## src/hdl/tba_pkg.sv

```systemverilog
`default_nettype none

package tba_pkg;

    localparam int OPCODE_W         = 5;
    localparam int RESULT_W         = 20;
    localparam int OPERAND_BITS_DEF = 10;

    localparam logic [OPCODE_W-1:0] OP_ADD = 5'b00010;
    localparam logic [OPCODE_W-1:0] OP_SUB = 5'b00011;
    localparam logic [OPCODE_W-1:0] OP_BGE = 5'b00100;
    localparam logic [OPCODE_W-1:0] OP_BLE = 5'b00101;
    localparam logic [OPCODE_W-1:0] OP_BEQ = 5'b00110;
    localparam logic [OPCODE_W-1:0] OP_BGT = 5'b00111;
    localparam logic [OPCODE_W-1:0] OP_BLT = 5'b01000;
    localparam logic [OPCODE_W-1:0] OP_BNE = 5'b01001;
    localparam logic [OPCODE_W-1:0] OP_MUL = 5'b01101;
    localparam logic [OPCODE_W-1:0] OP_DIV = 5'b01110;

    // Flags that travel with an item down the chain
    typedef struct packed {
        logic is_div;
        logic result_valid;
        logic divide_by_zero;
    } ctl_t;

endpackage

`default_nettype wire

```

## src/hdl/tba_decode.sv

```systemverilog
`default_nettype none

module tba_decode
    import tba_pkg::*;
#(
    parameter int OPERAND_BITS = OPERAND_BITS_DEF
) (
    input  wire logic                    aclk,
    input  wire logic                    aresetn,
    input  wire logic                    in_valid,
    output logic                         in_ready,
    input  wire logic [OPCODE_W-1:0]     operation,
    input  wire logic [OPERAND_BITS-1:0] operand_a,
    input  wire logic [OPERAND_BITS-1:0] operand_b,
    output logic                         out_valid,
    input  wire logic                    out_ready,
    output ctl_t                         out_ctl,
    output logic [RESULT_W-1:0]          out_result,
    output logic [OPERAND_BITS-1:0]      out_dvd,
    output logic [OPERAND_BITS-1:0]      out_dvs
);

    localparam int N = OPERAND_BITS;

    logic                valid_reg;
    ctl_t                ctl_reg;
    ctl_t                ctl_next;
    logic [RESULT_W-1:0] result_reg;
    logic [RESULT_W-1:0] result_next;
    logic [N-1:0]        dvd_reg;
    logic [N-1:0]        dvs_reg;

    logic [N:0]              sum;
    logic [2*N-1:0]          prod;
    logic [N-1:0]            diff;
    logic [RESULT_W+N:0]     sum_ext;
    logic [RESULT_W+2*N-1:0] prod_ext;
    logic [RESULT_W+N-1:0]   diff_ext;
    logic [RESULT_W-1:0]     one;

    assign sum      = {1'b0, operand_a} + {1'b0, operand_b};
    assign prod     = (2*N)'(operand_a) * (2*N)'(operand_b);
    assign diff     = operand_a - operand_b;
    assign sum_ext  = {{RESULT_W{1'b0}}, sum};
    assign prod_ext = {{RESULT_W{1'b0}}, prod};
    assign diff_ext = {{RESULT_W{1'b0}}, diff};
    assign one      = RESULT_W'(1);

    always_comb begin
        ctl_next    = '{is_div: 1'b0, result_valid: 1'b1, divide_by_zero: 1'b0};
        result_next = '0;
        case (operation)
            OP_ADD: result_next = sum_ext[RESULT_W-1:0];
            OP_SUB: result_next = diff_ext[RESULT_W-1:0];
            OP_BGE: result_next = (operand_a >= operand_b) ? one : '0;
            OP_BLE: result_next = (operand_a <= operand_b) ? one : '0;
            OP_BEQ: result_next = (operand_a == operand_b) ? one : '0;
            OP_BGT: result_next = (operand_a >  operand_b) ? one : '0;
            OP_BLT: result_next = (operand_a <  operand_b) ? one : '0;
            OP_BNE: result_next = (operand_a != operand_b) ? one : '0;
            OP_MUL: result_next = prod_ext[RESULT_W-1:0];
            OP_DIV: begin
                ctl_next.is_div         = 1'b1;
                ctl_next.divide_by_zero = (operand_b == '0);
            end
            default: begin
                ctl_next.result_valid = 1'b0;
            end
        endcase
    end

    assign in_ready = !valid_reg || out_ready;

    always_ff @(posedge aclk) begin
        if (!aresetn) begin
            valid_reg <= 1'b0;
        end else if (in_ready) begin
            valid_reg <= in_valid;
        end
    end

    always_ff @(posedge aclk) begin
        if (in_valid && in_ready) begin
            ctl_reg    <= ctl_next;
            result_reg <= result_next;
            dvd_reg    <= operand_a;
            dvs_reg    <= operand_b;
        end
    end

    assign out_valid  = valid_reg;
    assign out_ctl    = ctl_reg;
    assign out_result = result_reg;
    assign out_dvd    = dvd_reg;
    assign out_dvs    = dvs_reg;

endmodule

`default_nettype wire

```

## src/hdl/tba_div_cell.sv

```systemverilog
`default_nettype none

// One restoring-division step: settle one quotient bit, MSB first.
module tba_div_cell
    import tba_pkg::*;
#(
    parameter int OPERAND_BITS = OPERAND_BITS_DEF
) (
    input  wire logic                    aclk,
    input  wire logic                    aresetn,
    input  wire logic                    in_valid,
    output logic                         in_ready,
    input  wire ctl_t                    in_ctl,
    input  wire logic [RESULT_W-1:0]     in_result,
    input  wire logic [OPERAND_BITS-1:0] in_rem,
    input  wire logic [OPERAND_BITS-1:0] in_dq,
    input  wire logic [OPERAND_BITS-1:0] in_dvs,
    output logic                         out_valid,
    input  wire logic                    out_ready,
    output ctl_t                         out_ctl,
    output logic [RESULT_W-1:0]          out_result,
    output logic [OPERAND_BITS-1:0]      out_rem,
    output logic [OPERAND_BITS-1:0]      out_dq,
    output logic [OPERAND_BITS-1:0]      out_dvs
);

    localparam int N = OPERAND_BITS;

    logic                valid_reg;
    ctl_t                ctl_reg;
    logic [RESULT_W-1:0] result_reg;
    logic [N-1:0]        rem_reg;
    logic [N-1:0]        rem_next;
    logic [N-1:0]        dq_reg;
    logic [N-1:0]        dq_next;
    logic [N-1:0]        dvs_reg;

    logic [N:0] part;
    logic [N:0] trial;
    logic       fits;

    // Shift in the next dividend bit and try the subtraction
    assign part     = {in_rem, in_dq[N-1]};
    assign trial    = part - {1'b0, in_dvs};
    assign fits     = !trial[N];
    assign rem_next = fits ? trial[N-1:0] : part[N-1:0];
    assign dq_next  = {in_dq[N-2:0], fits};

    assign in_ready = !valid_reg || out_ready;

    always_ff @(posedge aclk) begin
        if (!aresetn) begin
            valid_reg <= 1'b0;
        end else if (in_ready) begin
            valid_reg <= in_valid;
        end
    end

    always_ff @(posedge aclk) begin
        if (in_valid && in_ready) begin
            ctl_reg    <= in_ctl;
            result_reg <= in_result;
            rem_reg    <= rem_next;
            dq_reg     <= dq_next;
            dvs_reg    <= in_dvs;
        end
    end

    assign out_valid  = valid_reg;
    assign out_ctl    = ctl_reg;
    assign out_result = result_reg;
    assign out_rem    = rem_reg;
    assign out_dq     = dq_reg;
    assign out_dvs    = dvs_reg;

endmodule

`default_nettype wire

```

## src/hdl/ten_bit_alu.sv

```systemverilog
`default_nettype none

// ten_bit_alu: unsigned integer ALU on two OPERAND_BITS-wide operands.
//
// Input channel (s_): one instruction per transfer; s_tdata carries the
// opcode, operand_a and operand_b. Result channel (m_): exactly one result
// transfer per instruction, in order; m_tdata carries the 20-bit result and
// m_tuser the result_valid and divide_by_zero flags.
//
// Structure: one decode cell computes add, subtract, compare and multiply,
// then a chain of OPERAND_BITS division cells each settles one quotient
// bit. Every item walks the whole chain so results leave in order.
// Throughput is one transfer per cycle while the receiver keeps m_tready
// high; every cell is a register stage with its own valid bit.
//
// When the receiver stalls, the last cell holds its result and each cell
// only advances into an empty slot, so the chain keeps accepting until
// every cell is full. Reset clears all valid bits; the chain is empty and
// ready in the first cycle after reset.
module ten_bit_alu
    import tba_pkg::*;
#(
    parameter int  OPERAND_BITS = OPERAND_BITS_DEF,
    localparam int S_TDATA_W    = ((OPCODE_W + 2 * OPERAND_BITS + 7) / 8) * 8,
    localparam int M_TDATA_W    = ((RESULT_W + 7) / 8) * 8
) (
    input  wire logic                   aclk,
    input  wire logic                   aresetn,
    input  wire logic                   s_tvalid,
    output logic                        s_tready,
    // operation [4:0], operand_a, operand_b; zero fill to a whole byte
    input  wire logic [S_TDATA_W-1:0]   s_tdata,
    output logic                        m_tvalid,
    input  wire logic                   m_tready,
    // result [19:0]; zero fill to a whole byte
    output logic [M_TDATA_W-1:0]        m_tdata,
    // result_valid [0], divide_by_zero [1]
    output logic [1:0]                  m_tuser
);

    localparam int N = OPERAND_BITS;

    // Stage 0 is the decode cell; stages 1..N are the division cells
    logic                valid [0:N];
    logic                ready [0:N];
    ctl_t                ctl   [0:N];
    logic [RESULT_W-1:0] res   [0:N];
    logic [N-1:0]        rem   [0:N];
    logic [N-1:0]        dq    [0:N];
    logic [N-1:0]        dvs   [0:N];

    logic [RESULT_W+N-1:0] quot_ext;
    logic [RESULT_W-1:0]   result_out;

    tba_decode #(
        .OPERAND_BITS (OPERAND_BITS)
    ) u_decode (
        .aclk       (aclk),
        .aresetn    (aresetn),
        .in_valid   (s_tvalid),
        .in_ready   (s_tready),
        .operation  (s_tdata[OPCODE_W-1:0]),
        .operand_a  (s_tdata[OPCODE_W+N-1:OPCODE_W]),
        .operand_b  (s_tdata[OPCODE_W+2*N-1:OPCODE_W+N]),
        .out_valid  (valid[0]),
        .out_ready  (ready[0]),
        .out_ctl    (ctl[0]),
        .out_result (res[0]),
        .out_dvd    (dq[0]),
        .out_dvs    (dvs[0])
    );

    // Partial remainder starts at zero for every item
    assign rem[0] = '0;

    for (genvar i = 0; i < N; i++) begin : g_cell
        tba_div_cell #(
            .OPERAND_BITS (OPERAND_BITS)
        ) u_cell (
            .aclk       (aclk),
            .aresetn    (aresetn),
            .in_valid   (valid[i]),
            .in_ready   (ready[i]),
            .in_ctl     (ctl[i]),
            .in_result  (res[i]),
            .in_rem     (rem[i]),
            .in_dq      (dq[i]),
            .in_dvs     (dvs[i]),
            .out_valid  (valid[i+1]),
            .out_ready  (ready[i+1]),
            .out_ctl    (ctl[i+1]),
            .out_result (res[i+1]),
            .out_rem    (rem[i+1]),
            .out_dq     (dq[i+1]),
            .out_dvs    (dvs[i+1])
        );
    end

    assign ready[N] = m_tready;

    // Pick the quotient for a divide; a zero divisor gives zero
    assign quot_ext = {{RESULT_W{1'b0}}, dq[N]};

    always_comb begin
        result_out = res[N];
        if (ctl[N].is_div) begin
            result_out = ctl[N].divide_by_zero ? '0 : quot_ext[RESULT_W-1:0];
        end
    end

    assign m_tvalid = valid[N];
    assign m_tdata  = {{(M_TDATA_W - RESULT_W){1'b0}}, result_out};
    assign m_tuser  = {ctl[N].divide_by_zero, ctl[N].result_valid};

endmodule

`default_nettype wire

```

## config.mk

```make
export PLATFORM = sky130hd
export DESIGN_NAME = ten_bit_alu
export DESIGN_NICKNAME = d
export VERILOG_FILES = /design/src/hdl/tba_pkg.sv /design/src/hdl/tba_decode.sv /design/src/hdl/tba_div_cell.sv /design/src/hdl/ten_bit_alu.sv
export SDC_FILE = /design/constraint.sdc
export NUM_CORES = 1
export LEC_CHECK = 0
export BUFFER_PORTS_ARGS = -buffer_cell sky130_fd_sc_hd__buf_2
export CORE_ASPECT_RATIO = 0.8
export CORE_MARGIN = 2
export CORE_UTILIZATION = 50
export CTS_BUF_LIST = sky130_fd_sc_hd__clkbuf_4 sky130_fd_sc_hd__clkbuf_8
export CTS_CLUSTER_DIAMETER = 80
export DETAILED_ROUTE_END_ITERATION = 8
export PLACE_DENSITY = 0.76
export SLEW_MARGIN = 20
export SYNTH_ARGS = -nofsm -noshare
export SYNTH_HDL_FRONTEND = slang
export SYNTH_SLANG_ARGS = --single-unit
```

## constraint.sdc

```tcl
create_clock -name aclk -period 12.3 [get_ports aclk]
set_input_delay 0.615 -clock aclk [delete_from_list [all_inputs] [get_ports aclk]]
set_output_delay 0.615 -clock aclk [all_outputs]
set_load 0.01 [all_outputs]
```

==> out/qor.yml <==
synth:
  synth_top_area_share_pct: 62.0
  yosys.area_share.simple_pct: 7.85
  synthCells: 1866
  muxShareOfSynthArea_pct: 3.40
  synth_top_family_by_area: "adder cells"
  synth_edf_count: 553
  synth_fa_ha_area_share_pct: 13.1
  netlist.top_cell.by_area: "edfxtp_1"
  yosysSeqAreaShare_pct: 62.9
  synth_area_mm2: 0.0268
  synth.avg_cell_area_um2: 14.3
  synthArstFlopShare_pct: 0
  synth.area.top_cells: "edfxtp_1, ha_1, fa_1, inv_1, mux2_1"
  synth.ff_latch_count: 564
  ys.flop_type: "edfxtp_1"
  yosysUniqueCellTypes: 69
  synth_compound_area_share_pct: 6.87
  synth-xor-area-share_pct: 2.42
  ys_warn_count: 0
routing:
  via_per_inst: 5.30
  drc: 0
  drt-total-wl_mm: 46.1
  drtAntennaViolNets: 0
  firstDrtPassIters: 5
  drtIter0Drc: 1070
  wl_per_cell_um: 16.8
  num_vias: 14600
timing:
  fin_skew_ns: 0.0242
  hold_violations: 0
  grt_setup_unrepaired: "false"
  setup-tns-final_ns: 0
  setup_viol: 0
  relSlewSlack_pct: 29.9
  tightest_slew_ns: 1.05
  min_period_ns: 5.25
  fmax_mhz: 191
  post-route-period-util_pct: 42.7
  fin_ws_ns: 7.05
  whs_ns: 0.221
  drv_slew: 0
pwr:
  ir_drop_mv: 0.0803
  power.density_mw_per_mm2: 147
  leakage_nw: 11.5
  power_mw: 4.37
place:
  routabilityCongestion: 0.878
  dp.cells: 2593
  hpwl_mm: 32.6
  dp_slack_ns: 6.41
  postPlaceCellArea_mm2: 0.0279
  portBuffers: 52
clocking:
  ctsRootBufferMaster: "clkbuf_8"
  hold_buffers: 0
  numCtsBuffers: 87
  ctsResizeCount: 0
  postCtsSetupBuffers: 0
  clk_latency_ns: 0.65
  clk_pin_slew_worst_paths_ns: 0.06
  cts.sinks: 564
  htree_levels: 3
  cts_buffer_depth: 3
  cts_tree: "yes"
global_route:
  grt_overflow: 0
  grt_max_degree: 54
  grt_pass1_vias: 15100
  track_usage_pct: 17.1
  grt_pass1_wl_mm: 76.2
  antenna_found_initial: 1
worst_setup_path:
  rrSetupSlack_ns: 9.12
  crit_path_end_kind: "flip-flop"
  crit_fanout: 13
  crit_required_ns: 12.78
  crit_path_start_kind: "input pin"
  cp.arrival_ns: 5.72
  criticalPathCategory: "input pin to flip-flop"
layout:
  syn_to_final_growth_pct: 11.1
  drive_above_1_share_pct: 11.5
  post-route-util_pct: 56.5
  insertedDiodeCount: 0
  multi_input_area_mm2: 0.00919
  stdcell_area_mm2: 0.0297
  nFillCells: 4057
  final_common_cell: "edfxtp_1"
  fin_cells: 2749
  layout_common_cells: "edfxtp_1, inv_1, ha_1, clkbuf_8, nor2_1"
  nets: 2263
  regArea_mm2: 0.0168
min_path:
  hold_class: "input pin to flip-flop"
die:
  die_w_um: 263
  num_rows: 75
  ios: 64
  start_util_pct: 50.9
  fp.coreArea_mm2: 0.0526
  die_h_um: 211
  die_area_mm2: 0.0554
job:
  maxCapViolations: 0
status:
  status: "completed"
## final timing paths
kind,startpoint,to,depth (start not counted)
max,s_tdata[16],u_decode.out_result[19]$_DFFE_PP_,18
min,s_tvalid,u_decode.out_valid$_SDFFE_PN0N_,3
max reg2reg,g_cell[7].u_cell.out_dvs[0]$_DFFE_PP_,g_cell[8].u_cell.out_rem[9]$_DFFE_PP_,8
min reg2reg,g_cell[4].u_cell.out_dq[4]$_DFFE_PP_,g_cell[5].u_cell.out_dq[5]$_DFFE_PP_,0
## metal layers
layer / GRT usage [%] / part of all wire [%] / vias up
met1: 23.9 / 47 / 7136
met3: 2.89 / 4.9 / 65
met4: 5.53 / 1.7 / 0
met5: 0 / 0 / -
met2: 27.6 / 47 / 327
li1: - / - / 7030
## critical path: stages
cell	delay, ns
buf_2	0.31
nand2_1	0.14
fa_1	0.55
inv_1	0.05
fa_1	0.50
inv_1	0.05
fa_1	0.52
inv_1	0.05
fa_1	0.47
inv_1	0.05
fa_1	0.49
inv_1	0.05
ha_1	0.33
a21boi_1	0.29
nor4bb_1	0.63
o41ai_1	0.21
and3_1	0.20
nor3_1	0.20
## flip-flops by register name (all words and copies together) (netlist names)
name	flops
g_cell.u_cell.out_rem	90
g_cell.u_cell.out_dvs	90
u_decode.out_dvd	10
u_decode.out_result	20
g_cell.u_cell.out_result	200
u_decode.out_dvs	10
g_cell.u_cell.out_ctl	30
u_decode.out_ctl	3
g_cell.u_cell.out_valid	10
u_decode.out_valid	1
g_cell.u_cell.out_dq	100
## cell type report
| class | count | area share [%] |
|---|---|---|
| timing repair buffer | 64 | 1.18 |
| clock buffer | 123 | 4.98 |
| multi-input combinational | 1072 | 30.9 |
| inverter | 200 | 2.52 |
| sequential | 564 | 56.6 |
| clock inverter | 33 | 0.913 |
| tap | 693 | 2.92 |
## cell usage after synthesis, types with 5 or more instances
cell type    n
ha_1       166
o211ai_1     9
o31a_1      15
o21a_1      35
clkbuf_1    21
nor2b_1     43
nand3_1     28
o2111ai_1    8
nor3_1      21
a21o_1      13
buf_2       10
edfxtp_1   553
fa_1        72
o21ai_0     71
xnor2_1     56
mux2_2       6
o211a_1     11
and2_1      53
mux2i_1     20
nor3b_1     10
or3_1       11
nor2_1      82
or2_2        5
a211o_1      7
nand3b_1    12
a211oi_1     8
nand2b_1    23
mux2_1      57
and3_1       9
xor2_1      18
dfxtp_1     11
nand2_1     78
a21oi_1     54
buf_4        6
inv_1      199
## cell families (layout without fill, tap and decap cells)
group / count (synthesis) / count (layout)
fa+ha+maj: 238 / 238
other cells: 1 / 8
mux: 83 / 83
buf+inv: 237 / 420
xor+xnor: 74 / 74
simple gates: 398 / 398
compound gates: 271 / 271
flops: 564 / 564
## power breakdown
| part | switching [mW] | internal (mW) |
|---|---|---|
| Sequential | 0.00792 | 2.12 |
| Clock | 0.671 | 0.862 |
| Combinational | 0.420 | 0.295 |
No activity file was read; power rests on OpenSTA's default activity.
